$ cat src/oahm_pkg.sv
`timescale 1ns / 1ps
// Shared types, codes and sizes for the open-addressing hash map.
// No dependencies; every other file of the block imports this package.
package oahm_pkg;

    // Table size; must be a power of two, from 2 up to 2^20 slots
    localparam int SLOTS = 16384;
    localparam int IDX_W = $clog2(SLOTS);
    // Probe counter also holds SLOTS itself
    localparam int CNT_W = IDX_W + 1;

    // Field widths on the stream ports
    localparam int CMD_W = 2;
    localparam int KEY_W = 64;
    localparam int VAL_W = 64;
    localparam int ST_W = 2;
    localparam int IN_DATA_W = KEY_W + VAL_W;
    localparam int OUT_DATA_W = VAL_W;

    // Golden-ratio multiplier, split into 32-bit halves for the shared multiplier
    localparam int MUL_W = 32;
    localparam logic [MUL_W-1:0] GOLDEN_LO = 32'h7f4a7c15;
    localparam logic [MUL_W-1:0] GOLDEN_HI = 32'h9e3779b9;

    // Command codes on s_tuser
    localparam logic [CMD_W-1:0] CMD_GET = 2'd0;
    localparam logic [CMD_W-1:0] CMD_PUT = 2'd1;
    localparam logic [CMD_W-1:0] CMD_CLEAR = 2'd2;

    // Status codes on m_tuser
    localparam logic [ST_W-1:0] ST_OK = 2'd0;
    localparam logic [ST_W-1:0] ST_MISS = 2'd1;
    localparam logic [ST_W-1:0] ST_FULL = 2'd2;
    localparam logic [ST_W-1:0] ST_ZERO = 2'd3;

    // Work classes decided by the front end
    typedef enum logic [2:0] {
        OP_GET,
        OP_PUT,
        OP_CLEAR,
        OP_NOP,
        OP_ZERO
    } op_kind_t;

    // One queued word between front and back
    typedef struct packed {
        op_kind_t               kind;
        logic [KEY_W-1:0]       key;
        logic [VAL_W-1:0]       value;
        logic [IDX_W-1:0]       home;
    } queue_entry_t;

    // Depth of the queue between front and back
    localparam int QDEPTH = 2;
    localparam int QPTR_W = $clog2(QDEPTH);

endpackage

$ cat src/oahm_front.sv
`timescale 1ns / 1ps
// Front end: accepts input words, classifies them and computes the home slot.
// Depends on oahm_pkg; feeds oahm_queue.
module oahm_front (
    input  logic                          aclk,
    input  logic                          aresetn,
    input  logic                          s_tvalid,
    output logic                          s_tready,
    input  logic [oahm_pkg::IN_DATA_W-1:0] s_tdata,   // key [63:0], value [127:64]
    input  logic [oahm_pkg::CMD_W-1:0]     s_tuser,   // cmd [1:0]
    input  logic                          init_busy,
    input  logic                          q_full,
    output logic                          q_push,
    output oahm_pkg::queue_entry_t        q_entry
);
    import oahm_pkg::*;

    typedef enum logic [1:0] {
        F_IDLE,
        F_HASH,
        F_PUSH
    } front_state_t;

    front_state_t         state_reg, state_next;
    logic [1:0]           step_reg, step_next;
    op_kind_t             kind_reg, kind_next;
    logic [KEY_W-1:0]     key_reg;
    logic [VAL_W-1:0]     value_reg;
    logic [IDX_W-1:0]     acc_reg, acc_next;

    logic                 accept;
    logic [MUL_W-1:0]     mul_a, mul_b;
    logic [2*MUL_W-1:0]   prod;
    logic [IDX_W-1:0]     acc_sum;
    logic                 last_step;

    assign s_tready = (state_reg == F_IDLE) && !init_busy;
    assign accept = s_tvalid && s_tready;
    assign last_step = (state_reg == F_HASH) && (step_reg == 2'd2);

    // Pick partial-product operands: lo*lo, lo*hi, hi*lo
    always_comb begin
        unique case (step_reg)
            2'd0: begin
                mul_a = key_reg[MUL_W-1:0];
                mul_b = GOLDEN_LO;
            end
            2'd1: begin
                mul_a = key_reg[MUL_W-1:0];
                mul_b = GOLDEN_HI;
            end
            default: begin
                mul_a = key_reg[KEY_W-1:MUL_W];
                mul_b = GOLDEN_LO;
            end
        endcase
    end

    // Sum index bits: upper word of lo*lo, lower word of the cross products
    assign prod = mul_a * mul_b;
    assign acc_sum = (step_reg == 2'd0) ? prod[MUL_W +: IDX_W]
                                        : IDX_W'(acc_reg + prod[IDX_W-1:0]);

    // Classify, step the hash and hand words to the queue
    always_comb begin
        state_next = state_reg;
        step_next = step_reg;
        kind_next = kind_reg;
        acc_next = acc_reg;
        q_push = 1'b0;
        unique case (state_reg)
            F_IDLE: begin
                if (accept) begin
                    step_next = 2'd0;
                    unique case (s_tuser)
                        CMD_GET, CMD_PUT: begin
                            if (s_tdata[KEY_W-1:0] == '0) begin
                                kind_next = OP_ZERO;
                                state_next = F_PUSH;
                            end else begin
                                kind_next = (s_tuser == CMD_GET) ? OP_GET : OP_PUT;
                                state_next = F_HASH;
                            end
                        end
                        CMD_CLEAR: begin
                            kind_next = OP_CLEAR;
                            state_next = F_PUSH;
                        end
                        default: begin
                            kind_next = OP_NOP;
                            state_next = F_PUSH;
                        end
                    endcase
                end
            end
            F_HASH: begin
                acc_next = acc_sum;
                if (last_step) begin
                    if (!q_full) begin
                        q_push = 1'b1;
                        state_next = F_IDLE;
                    end else begin
                        state_next = F_PUSH;
                    end
                end else begin
                    step_next = step_reg + 2'd1;
                end
            end
            F_PUSH: begin
                if (!q_full) begin
                    q_push = 1'b1;
                    state_next = F_IDLE;
                end
            end
            default: state_next = F_IDLE;
        endcase
    end

    assign q_entry.kind = kind_reg;
    assign q_entry.key = key_reg;
    assign q_entry.value = value_reg;
    assign q_entry.home = last_step ? acc_sum : acc_reg;

    // Hold state and step count
    always_ff @(posedge aclk) begin
        if (!aresetn) begin
            state_reg <= F_IDLE;
            step_reg <= 2'd0;
            kind_reg <= OP_NOP;
        end else begin
            state_reg <= state_next;
            step_reg <= step_next;
            kind_reg <= kind_next;
        end
    end

    // Capture the word and the running hash
    always_ff @(posedge aclk) begin
        if (accept) begin
            key_reg <= s_tdata[KEY_W-1:0];
            value_reg <= s_tdata[IN_DATA_W-1:KEY_W];
        end
        acc_reg <= acc_next;
    end

endmodule

$ cat config.mk
export PLATFORM = sky130hd
export DESIGN_NAME = oahm_front
export DESIGN_NICKNAME = d
export VERILOG_FILES = /design/src/oahm_pkg.sv /design/src/oahm_front.sv
export SDC_FILE = /design/constraint.sdc
export NUM_CORES = 2
export LEC_CHECK = 0
export BUFFER_PORTS_ARGS = -buffer_cell sky130_fd_sc_hd__buf_2
export CORE_MARGIN = 2
export CORE_UTILIZATION = 35
export CTS_BUF_LIST = sky130_fd_sc_hd__clkbuf_4
export DETAILED_ROUTE_END_ITERATION = 16
export GPL_TIMING_DRIVEN = 0
export HOLD_SLACK_MARGIN = 0.1
export PLACE_DENSITY_LB_ADDON = 0.12
export SLEW_MARGIN = 20
export SYNTH_ARGS = -nofsm -noshare
export SYNTH_HDL_FRONTEND = slang
export SYNTH_SLANG_ARGS = --single-unit
$ cat constraint.sdc
create_clock -name aclk -period 26.6 [get_ports aclk]
set_clock_uncertainty 0.1 [all_clocks]
set_input_delay 3.99 -clock aclk [delete_from_list [all_inputs] [get_ports aclk]]
set_output_delay 3.99 -clock aclk [all_outputs]
set_load 0.03 [all_outputs]
==> flow_metrics.py <==
metrics = {
    "run_status": {
        "status": "finished, final reports clean",
    },
    "clocking": {
        "cts_tree": "yes",
        "clkLatencyLatePin_ns": 0.61,
        "cts.clk_slew.worst_paths_ns": 0.15,
        "cts.repair.resized": 0,
        "post_cts_buffers": 0,
        "htreeDepth": 4,
        "cts_buffers": 17,
        "ctsRootBufferMaster": "clkbuf_4",
        "clock_path_buffers": 2,
        "clkSinkCount": 149,
        "cts_hold_buf": 0,
    },
    "synth": {
        "ys_warn_count": 0,
        "synth.distinct_cells": 68,
        "syn_inst": 2466,
        "synth_edf_count": 142,
        "netlist_area_um2": 25770,
        "ys_ff_latch": 149,
        "synth-seq-area-share": 0.1709,
        "async_flop_share": 0,
        "syn_avg_cell_area_um2": 10.45,
        "ys.flop_type": "edfxtp_1",
    },
    "placement": {
        "port_buffers": 281,
        "dp_hpwl_mm": 86.91,
        "pre_cts_ws_ns": 10.17,
        "dp_cells": 3738,
        "gp_congestion": 0.9383,
    },
    "timing": {
        "fin_ws_ns": 9.504,
        "slew_viol_final": 0,
        "max-slew-margin-rel": 0.2133,
        "min_period_over_period": 0.6427,
        "final-setup-viol-count": 0,
        "period_needed_ns": 17.10,
        "max_freq_mhz": 58.49,
        "setup_tns_ns": 0,
        "rsz0062_at_grt": "no",
        "final_hold_viol_count": 0,
        "worst_pin_slew_ns": 1.176,
    },
    "setup_path": {
        "critPathLaunchType": "flop",
        "r2r_start": "step_reg[1]",
        "arrival_ns": 13.01,
        "r2r-end": "acc_reg[13]",
        "cp.required_ns": 22.51,
        "crit_start": "step_reg[1]",
        "cp-end-kind": "output port",
        "r2r_slack_ns": 14.15,
        "r2r_cells": 29,
        "crit_type": "reg -> out",
        "crit_top_cell": "fa_1",
        "cp_max_fo": 10,
        "cp_slowest_stage_delay_ns": 0.97,
        "crit_end": "q_entry[13]",
        "slowest_stage": "mux2i_1",
    },
    "detailed_routing": {
        "wl_mm": 98.00,
        "drtIter0Drc": 1219,
        "route.detailed.drc": 0,
        "ant_nets": 0,
        "viasPerCell": 5.041,
        "wire_per_inst_um": 25.97,
        "vias": 19020,
        "drt-pass1-iter-count": 5,
    },
    "final_layout": {
        "syn_to_final_growth_pct": 12.16,
        "fin_cells": 3774,
        "layout_commonest_cell": "inv_1",
        "utilization": 0.3961,
        "num-nets-final": 3731,
        "layout-drive-gt1-share": 0.1284,
        "mostFrequentLayoutCells": "inv_1 (616), fa_1 (475), ha_1 (323), buf_2 (284), edfxtp_1 (142)",
    },
    "global_routing": {
        "grt-ovfl-total": 0,
        "grt_pass1_wl_mm": 141.8,
        "grt_max_degree": 76,
        "grt.total_usage": 0.2659,
        "antenna_found_initial": 5,
        "grt_pass1_vias": 21050,
    },
    "floorplan": {
        "die_w_um": 275.3,
        "core_area_um2": 72960,
        "pin_count": 282,
        "core.rowCount": 99,
        "start_util": 0.3532,
        "die_h_um": 275.3,
        "die_area_um2": 75810,
    },
    "hold_path": {
        "min_path_type": "reg -> reg",
    },
    "run": {
        "drv_cap": 0,
    },
}
-- final cells by class --
class / count / area, um^2
inverters: 625 / 2351
diodes: 4 / 10.01
well taps: 959 / 1200
repair buffers: 284 / 1449
fillers: 7336 / 44060
clock inverters: 15 / 186.4
flip-flops and latches: 149 / 4404
plain buffers: 79 / 300.3
multi-input cells: 1642 / 18870
clock buffers: 17 / 127.6
-- per-stage QoR --
stage,hold WS (ns),area [um^2]
global route,0.4435,28900
global placement,0.3539,28480
floorplan,0.3720,25880
detailed placement,0.3729,28570
finish,0.3896,28900
CTS,0.3982,28890
-- per-layer routing --
layer | wire [um] | GRT usage | share of wire | vias to the layer above
li1 | - | - | - | 8417
met1 | 40130 | 0.3356 | 0.41 | 9731
met2 | 46470 | 0.4434 | 0.47 | 753
met3 | 7361 | 0.06307 | 0.075 | 120
met4 | 4016 | 0.09872 | 0.041 | 2
met5 | 13 | 0 | 0.00013 | -
-- logic make-up after synthesis --
| family | after synthesis | share of synthesized area |
|---|---|---|
| other cells | 2 | 0.0002914 |
| xor+xnor | 127 | 0.04317 |
| flops | 149 | 0.1709 |
| mux | 46 | 0.01855 |
| compound gates | 271 | 0.06905 |
| fa+ha+maj | 802 | 0.5274 |
| buf+inv | 704 | 0.1027 |
| simple gates | 365 | 0.06793 |
-- critical path: cells and delay by family, from the launching register on --
| family | cells | cell delay [ns] |
|---|---|---|
| compound gates | 4 | 1.24 |
| fa+ha+maj | 10 | 4.22 |
| mux | 1 | 0.97 |
| buf+inv | 9 | 3.09 |
| xor+xnor | 2 | 0.68 |
| flops | 1 | 0.39 |
| simple gates | 4 | 1.76 |
-- how the worst min path moves through the flow --
stage,from,to,cells after the start
2_1_floorplan,state_reg[0],state_reg[0],2
3_3_place_gp,kind_reg[1],kind_reg[1],2
3_5_place_dp,kind_reg[1],kind_reg[1],2
4_1_cts,kind_reg[1],kind_reg[1],2
5_1_grt,kind_reg[1],kind_reg[1],2
6_report,kind_reg[1],kind_reg[1],2
-- Yosys cell counts, types with 4 or more instances --
library cell	instances	area, um^2
nand4_1	12	75.07
a21boi_0	9	67.56
nor4b_1	5	43.79
o21a_1	8	60.06
nand3_1	22	110.1
mux2i_1	34	340.3
o21ai_0	62	310.3
nor4_1	20	125.1
mux2_2	11	123.9
a211o_1	7	61.31
xor2_1	13	113.9
dfxtp_1	7	140.1
or2_2	9	56.30
clkbuf_1	71	266.5
o211ai_1	5	37.54
a21oi_1	69	345.3
a21o_1	45	337.8
inv_1	617	2316
nor2b_1	10	62.56
o21bai_1	6	45.04
clkinv_1	7	26.28
o31ai_1	5	37.54
o31a_1	6	52.55
and3_1	21	131.4
and2_1	11	68.82
nor3_1	23	115.1
a31oi_1	6	37.54
xnor2_1	114	998.5
maj3_1	4	40.04
ha_1	323	4041
fa_1	475	9509
edfxtp_1	142	4264
a22oi_1	9	67.56
a211oi_1	6	45.04
nand2b_1	19	118.9
nand2_1	91	341.6
nor2_1	112	420.4
buf_1	5	18.77
Power is left out: the tool's default activity adds up to more than one toggle a clock period on the data nets, which glitch-free logic cannot reach.
