--- config.mk ---
export PLATFORM = sky130hd
export DESIGN_NAME = oahm_queue
export DESIGN_NICKNAME = d
export VERILOG_FILES = /design/src/oahm_pkg.sv /design/src/oahm_queue.sv
export SDC_FILE = /design/constraint.sdc
export NUM_CORES = 1
export LEC_CHECK = 0
export BUFFER_PORTS_ARGS = -buffer_cell sky130_fd_sc_hd__buf_2
export CAP_MARGIN = 10
export CORE_UTILIZATION = 52
export CTS_CLUSTER_DIAMETER = 150
export CTS_CLUSTER_SIZE = 14
export DETAILED_ROUTE_END_ITERATION = 6
export MAX_ROUTING_LAYER = met4
export PLACE_DENSITY_LB_ADDON = 0.25
export SLEW_MARGIN = 20
export SYNTH_ARGS = -nofsm -noshare
export SYNTH_HDL_FRONTEND = slang
export SYNTH_SLANG_ARGS = --single-unit
--- constraint.sdc ---
create_clock -name aclk -period 10.71 [get_ports aclk]
set_input_delay 1.6065 -clock aclk [delete_from_list [all_inputs] [get_ports aclk]]
set_output_delay 1.6065 -clock aclk [all_outputs]
set_load 0.02 [all_outputs]
--- src/oahm_pkg.sv ---
`timescale 1ns / 1ps
// Shared types, codes and sizes for the open-addressing hash map.
// No dependencies; every other file of the block imports this package.
package oahm_pkg;

    // Table size; must be a power of two, from 2 up to 2^20 slots
    localparam int SLOTS = 16384;
    localparam int IDX_W = $clog2(SLOTS);
    // Probe counter also holds SLOTS itself
    localparam int CNT_W = IDX_W + 1;

    // Field widths on the stream ports
    localparam int CMD_W = 2;
    localparam int KEY_W = 64;
    localparam int VAL_W = 64;
    localparam int ST_W = 2;
    localparam int IN_DATA_W = KEY_W + VAL_W;
    localparam int OUT_DATA_W = VAL_W;

    // Golden-ratio multiplier, split into 32-bit halves for the shared multiplier
    localparam int MUL_W = 32;
    localparam logic [MUL_W-1:0] GOLDEN_LO = 32'h7f4a7c15;
    localparam logic [MUL_W-1:0] GOLDEN_HI = 32'h9e3779b9;

    // Command codes on s_tuser
    localparam logic [CMD_W-1:0] CMD_GET = 2'd0;
    localparam logic [CMD_W-1:0] CMD_PUT = 2'd1;
    localparam logic [CMD_W-1:0] CMD_CLEAR = 2'd2;

    // Status codes on m_tuser
    localparam logic [ST_W-1:0] ST_OK = 2'd0;
    localparam logic [ST_W-1:0] ST_MISS = 2'd1;
    localparam logic [ST_W-1:0] ST_FULL = 2'd2;
    localparam logic [ST_W-1:0] ST_ZERO = 2'd3;

    // Work classes decided by the front end
    typedef enum logic [2:0] {
        OP_GET,
        OP_PUT,
        OP_CLEAR,
        OP_NOP,
        OP_ZERO
    } op_kind_t;

    // One queued word between front and back
    typedef struct packed {
        op_kind_t               kind;
        logic [KEY_W-1:0]       key;
        logic [VAL_W-1:0]       value;
        logic [IDX_W-1:0]       home;
    } queue_entry_t;

    // Depth of the queue between front and back
    localparam int QDEPTH = 2;
    localparam int QPTR_W = $clog2(QDEPTH);

endpackage

--- src/oahm_queue.sv ---
`timescale 1ns / 1ps
// Short first-in first-out queue of classified words between front and back.
// Depends on oahm_pkg for the entry type and depth.
module oahm_queue (
    input  logic                   aclk,
    input  logic                   aresetn,
    input  logic                   push,
    input  oahm_pkg::queue_entry_t push_entry,
    output logic                   full,
    input  logic                   pop,
    output oahm_pkg::queue_entry_t pop_entry,
    output logic                   empty
);
    import oahm_pkg::*;

    queue_entry_t        entry_reg [QDEPTH];
    logic [QPTR_W-1:0]   wr_ptr_reg, rd_ptr_reg;
    logic [QPTR_W:0]     count_reg, count_next;
    logic                do_push, do_pop;

    assign full = (count_reg == (QPTR_W + 1)'(QDEPTH));
    assign empty = (count_reg == '0);
    assign do_push = push && !full;
    assign do_pop = pop && !empty;
    assign pop_entry = entry_reg[rd_ptr_reg];

    always_comb begin
        count_next = count_reg;
        if (do_push && !do_pop) begin
            count_next = count_reg + 1'b1;
        end else if (do_pop && !do_push) begin
            count_next = count_reg - 1'b1;
        end
    end

    // Advance pointers and count
    always_ff @(posedge aclk) begin
        if (!aresetn) begin
            wr_ptr_reg <= '0;
            rd_ptr_reg <= '0;
            count_reg <= '0;
        end else begin
            if (do_push) begin
                wr_ptr_reg <= wr_ptr_reg + 1'b1;
            end
            if (do_pop) begin
                rd_ptr_reg <= rd_ptr_reg + 1'b1;
            end
            count_reg <= count_next;
        end
    end

    // Store the pushed word
    always_ff @(posedge aclk) begin
        if (do_push) begin
            entry_reg[wr_ptr_reg] <= push_entry;
        end
    end

endmodule

==> flow_summary_export.csv, run 1 <==
group,metric,value,unit
worst_hold_path,hp-class,"flop to flop",
floorplan,die_width,147,um
synthesis,synth_cells,476,
synthesis,ys.warnings.count,0,
timing,rsz0062_at_grt,"false",
timing,min_period_over_period,0.418,
synthesis,syn-cell-area,10900,um^2
setup_path,worstSetupPathType,"flop to output pin",
route,vias,5447,
global_routing,antenna_found_initial,3,
clock_tree,cts.reportedPaths.clkPinSlew,60,ps
timing,clock_skew,18.0,ps
clock_tree,ctsLongestPathBuffers,3,
synthesis,ys_types,21,
floorplan,dieArea,21500,um^2
timing,tightest_slew,1030,ps
timing,period_minus_slack,4480,ps
clock_tree,h-tree-depth,1,
layout,largest_reg_flops,290,
route,wl_per_cell,18.4,um
route,via_per_inst,5.09,
layout,final_common_cell,"buf_2",
floorplan,fp.dieH,147,um
clock_tree,worstSkewPairLatency,520,ps
layout,final_cell_mix,"buf_2, edfxtp_1, mux2_2, mux2_4, clkbuf_16",
power_and_ir_drop,power.leakage,5.03,nW
setup_path,arrival,2880,ps
timing,slew_headroom,0.312,
placed_design,dp.cells,1029,
setup_path,crit_required,9100,ps
layout,fillers,1406,
outcome,status,"complete, no violations",
synthesis,syn-num-nets,626,
global_routing,grt_max_degree,78,
layout,area_growth,22.4,%
route,first_pass_iters,6,
clock_tree,cts_made_buffers,25,
layout,multiInputGateArea,1960,um^2
route,dr.first_iter.drc_count,252,
floorplan,row_count,52,
global_routing,grt_pass1_wl,29.6,mm
timing,timing.setup.tns,0,ps
timing,fmax,0.223,GHz
placed_design,dp_hpwl,13.1,mm
floorplan,start_util,0.535,
power_and_ir_drop,peakVddDrop,0.000180,V
global_routing,grt-ovfl-total,0,
layout,final_nets,936,
setup_path,cpPeakStageDelay,1000,ps
clock_tree,cts-root-buf,"clkbuf_16",
setup_path,path_cells,"buf_6 -> mux2_2 -> buf_2",
layout,seqCellArea,8810,um^2
synthesis,synth_area_per_cell,22.9,um^2
synthesis,ys_ff_latch,295,
placed_design,io_buffers,295,
timing,hold_viol_final,0,
clock_tree,cts_tree,"done",
timing,finalWorstSetupSlack,6230,ps
floorplan,io_pins,296,
placed_design,pre_cts_slack,6430,ps
timing,setup_viol,0,
clock_tree,post-cts-setup-buffer-count,0,
floorplan,fp.coreArea,20400,um^2
layout,final_cells,1070,
layout,drive_gt1_frac,0.595,
global_routing,grt_pass1_vias,5622,
route,routed_wl,19.7,mm
power_and_ir_drop,power,3.22,mW
synthesis,seq_area_frac_synth,0.809,
setup_path,end_kind,"output pin",
setup_path,startpoint_type,"flop",
timing,drv_slew,0,
power_and_ir_drop,p_per_area,242,nW/um^2
setup_path,crit_slowest_cell,"dfxtp_4",
setup_path,worstPathMaxFanout,74,
clock_tree,cts_resized,0,
job,maxCapViolCount,0,
placed_design,place_congestion,0.759,
clock_tree,cts_sinks,295,
route,drcViolationCount,0,
route,ant_nets,0,
clock_tree,hold_buffers,0,
global_routing,grtUsageTotal,0.185,
-- critical path, delay by kind of cell (launching register included) --
family	cells	cell delay (ps)
DFF	1	1000
buffers and inverters	2	890
muxes	1	420
-- cell usage after synthesis (all sizes together) --
master    n  share of area
o21a      1        0.00069
xor2      1        0.00080
nor3      1        0.00092
dfxtp     5         0.0092
edfxtp  290           0.80
and2      3         0.0017
mux2    145           0.17
nor2      2        0.00069
nand2b    1        0.00058
or3       1        0.00058
a21boi    2         0.0014
o21ai     2        0.00092
ha        1         0.0011
buf      16          0.011
and3      1        0.00058
xnor2     2         0.0016
inv       2        0.00069
-- report_power, final --
group          leakage (nW)  internal, mW  switching [mW]
registers              2.75          1.45          0.0769
clock network         0.331         0.429           0.362
logic                  1.95         0.382           0.515
-- area by class of cell --
class	count	share of cell area
inverter	2	0.000563
timing repair buffer	299	0.113
clock buffer	35	0.0498
sequential	295	0.661
multi-input combinational	163	0.147
clock inverter	2	0.00188
antenna	4	0.000751
tap	270	0.0254
-- kinds of logic after synthesis --
group,Yosys count,synth area share
xor gates and xnor gates,3,0.00241
buffers and inverters,18,0.0121
adders and majority gates,1,0.00115
and+or+nand+nor,9,0.00506
AOI/OAI and AO/OA,5,0.00299
muxes,145,0.167
DFF,295,0.809
-- routing by layer --
layer | vias up | GRT usage | share of wire
met5 | - | - | 0
li1 | 2516 | - | -
met3 | 38 | 0.0543 | 0.092
met2 | 242 | 0.303 | 0.49
met1 | 2651 | 0.221 | 0.40
met4 | 0 | 0.0573 | 0.021
-- stage by stage --
stage / util / cell area [um^2] / hold WS [ps]
3_3_place_gp: 0.620 / 12600 / 497
2_1_floorplan: - / 10900 / 483
6_report: 0.654 / 13300 / 530
5_1_grt: 0.654 / 13300 / 579
4_1_cts: 0.654 / 13300 / 534
3_5_place_dp: 0.620 / 12600 / 520
-- final timing paths --
check | start | to | slack [ps] | cells after the start
worst max-delay path | flop | pop_entry[34] | 6230 | 3
worst min-delay path | count_reg[1]$_SDFFE_PN0P_ | count_reg[1]$_SDFFE_PN0P_ | 530 | 2
worst min register to register | count_reg[1]$_SDFFE_PN0P_ | count_reg[1]$_SDFFE_PN0P_ | 530 | 2
worst max register to register | count_reg[0]$_SDFFE_PN0P_ | entry_reg[1][61]$_DFFE_PP_ | 7890 | 3
(Power assumes the default switching activity.)
==> inputs of run 2 (changes only) <==
CORE_UTILIZATION = 47   (was 52)
clock period = 3.76 ns   (was 10.71 ns; I/O delays follow)
==> run 2 against run 1 <==
- wire length up 2.9%
- global-route usage down 1.4 points
- utilization down 6.4 points
- sequential cell count unchanged
- final area up 0.63%
- via count up 0.17%
- clock power rose to 2.9 times the previous value
- count of clock-buffer cells in the layout unchanged
- total power rose to 2.9 times the previous value
- largest power group unchanged
==> flow_summary_export.csv, run 2 (synthesized netlist as in run 1, its figures left out) <==
group,metric,value,unit
timing,fmax,0.346,GHz
outcome,status,"complete, no violations",
route,via_per_inst,5.02,
route,first_pass_iters,4,
clock_tree,cts-root-buf,"clkbuf_16",
setup_path,reg2reg_slack,1790,ps
clock_tree,hold_buffers,0,
timing,holdWs,224,ps
power_and_ir_drop,peakVddDrop,0.000484,V
power_and_ir_drop,seqPwrFrac,0.467,
job,maxCapViolCount,0,
worst_hold_path,min_from,"push_entry[3]",
setup_path,startpoint_type,"flop",
global_routing,grtUsageTotal,0.171,
clock_tree,worstSkewPairLatency,520,ps
worst_hold_path,hp-class,"primary input to flop",
global_routing,grt_max_degree,146,
power_and_ir_drop,p_int,6.48,mW
layout,final_common_cell,"buf_2",
clock_tree,cts_tree,"done",
timing,hold_viol_final,0,
clock_tree,ctsLongestPathBuffers,3,
placed_design,dp_hpwl,13.2,mm
power_and_ir_drop,p_sw,2.77,mW
power_and_ir_drop,swShare,0.299,
layout,seqCellArea,8810,um^2
global_routing,antenna_found_initial,3,
setup_path,crit_required,3200,ps
setup_path,r2r_end,"entry_reg[0][93]$_DFFE_PP_",
placed_design,io_buffers,295,
setup_path,arrival,2330,ps
floorplan,start_util,0.479,
setup_path,end_kind,"output pin",
clock_tree,cts_made_buffers,25,
placed_design,place_congestion,0.743,
route,ant_nets,0,
floorplan,io_pins,296,
layout,fillers,1713,
setup_path,r2r_cells,4,
power_and_ir_drop,power_frac_clock,0.247,
power_and_ir_drop,power.leakage,5.05,nW
layout,final_nets,937,
route,drcViolationCount,0,
route,routed_wl,20.2,mm
clock_tree,h-tree-depth,1,
setup_path,worstPathMaxFanout,45,
timing,clock_skew,14.4,ps
timing,rsz0062_at_grt,"false",
worst_hold_path,holdPathStages,1,
floorplan,fp.coreArea,22700,um^2
route,vias,5456,
layout,largest_reg_flops,290,
global_routing,grt-ovfl-total,0,
timing,drv_slew,0,
floorplan,row_count,55,
layout,multiInputGateArea,1970,um^2
worst_hold_path,hold_end,"entry_reg[0][3]$_DFFE_PP_",
clock_tree,cts_sinks,295,
global_routing,grt_pass1_wl,30.4,mm
clock_tree,cts.reportedPaths.clkPinSlew,70,ps
clock_tree,cts_resized,0,
clock_tree,post-cts-setup-buffer-count,0,
power_and_ir_drop,p_per_area,689,nW/um^2
layout,area_growth,23.2,%
floorplan,dieArea,23800,um^2
setup_path,worstSetupPathType,"flop to output pin",
global_routing,grt_pass1_vias,5756,
route,dr.first_iter.drc_count,240,
layout,drive_gt1_frac,0.601,
floorplan,die_width,154,um
layout,final_cell_mix,"buf_2, edfxtp_1, mux2_2, mux2_4, clkbuf_16",
timing,tightest_slew,923,ps
floorplan,fp.dieH,154,um
timing,slew_headroom,0.385,
timing,setup_viol,0,
placed_design,place_area,12700,um^2
layout,fin_area,13400,um^2
timing,period_minus_slack,2890,ps
timing,min_period_over_period,0.769,
route,wl_per_cell,18.6,um
power_and_ir_drop,combPwrFrac,0.286,
setup_path,r2r_start,"count_reg[0]$_SDFFE_PN0P_",
## run 2: metal layers
metal | part of all wire | wire (um) | GRT usage
met2 | 0.49 | 9860 | 0.280
met3 | 0.085 | 1730 | 0.0507
met1 | 0.40 | 8020 | 0.202
met4 | 0.030 | 616 | 0.0576
met5 | 0 | 0 | -
## run 2: through the flow
stage           util  total power, mW  setup WS [ps]  setup TNS, ps  std cells
3_3_place_gp   0.560             7.01           1410              0       1045
5_1_grt        0.590             9.62            765              0       1085
3_5_place_dp   0.560             7.08           1380              0       1045
4_1_cts        0.590             9.37            804              0       1082
2_1_floorplan      -             6.27           -718        -104690        476
6_report       0.590             9.24            867              0       1086
## run 2: area by class of cell
cell class	instances	area share
Sequential cell	295	0.657
Multi-Input combinational cell	163	0.147
Timing Repair Buffer	300	0.117
Clock buffer	35	0.0495
Tap cell	285	0.0266
Clock inverter	2	0.00187
Inverter	2	0.000747
Antenna cell	4	0.000747
## run 2: worst max-delay path by stage
| stage | startpoint | end | cells past startpoint |
|---|---|---|---|
| after floorplan | count_reg[0]$_SDFFE_PN0P_ | entry_reg[0][0]$_DFFE_PP_ | 3 |
| after global routing | flop | pop_entry[41] | 3 |
| after global placement | flop | pop_entry[38] | 3 |
| after detailed placement | flop | pop_entry[29] | 3 |
| after CTS | flop | pop_entry[29] | 3 |
| final | flop | pop_entry[131] | 3 |
## run 2: power by group through the flow
stage / Clock [mW] / Sequential, mW / Combinational, mW
2_1_floorplan: 0 / 4.32 / 1.96
3_3_place_gp: 0 / 4.36 / 2.65
3_5_place_dp: 0 / 4.40 / 2.68
4_1_cts: 2.36 / 4.33 / 2.69
5_1_grt: 2.46 / 4.36 / 2.80
6_report: 2.28 / 4.32 / 2.65
## run 2: critical path, cell delays in order, from the launching register on
cell	delay, ps
dfxtp_4	810
buf_12	400
mux2_2	390
buf_2	160
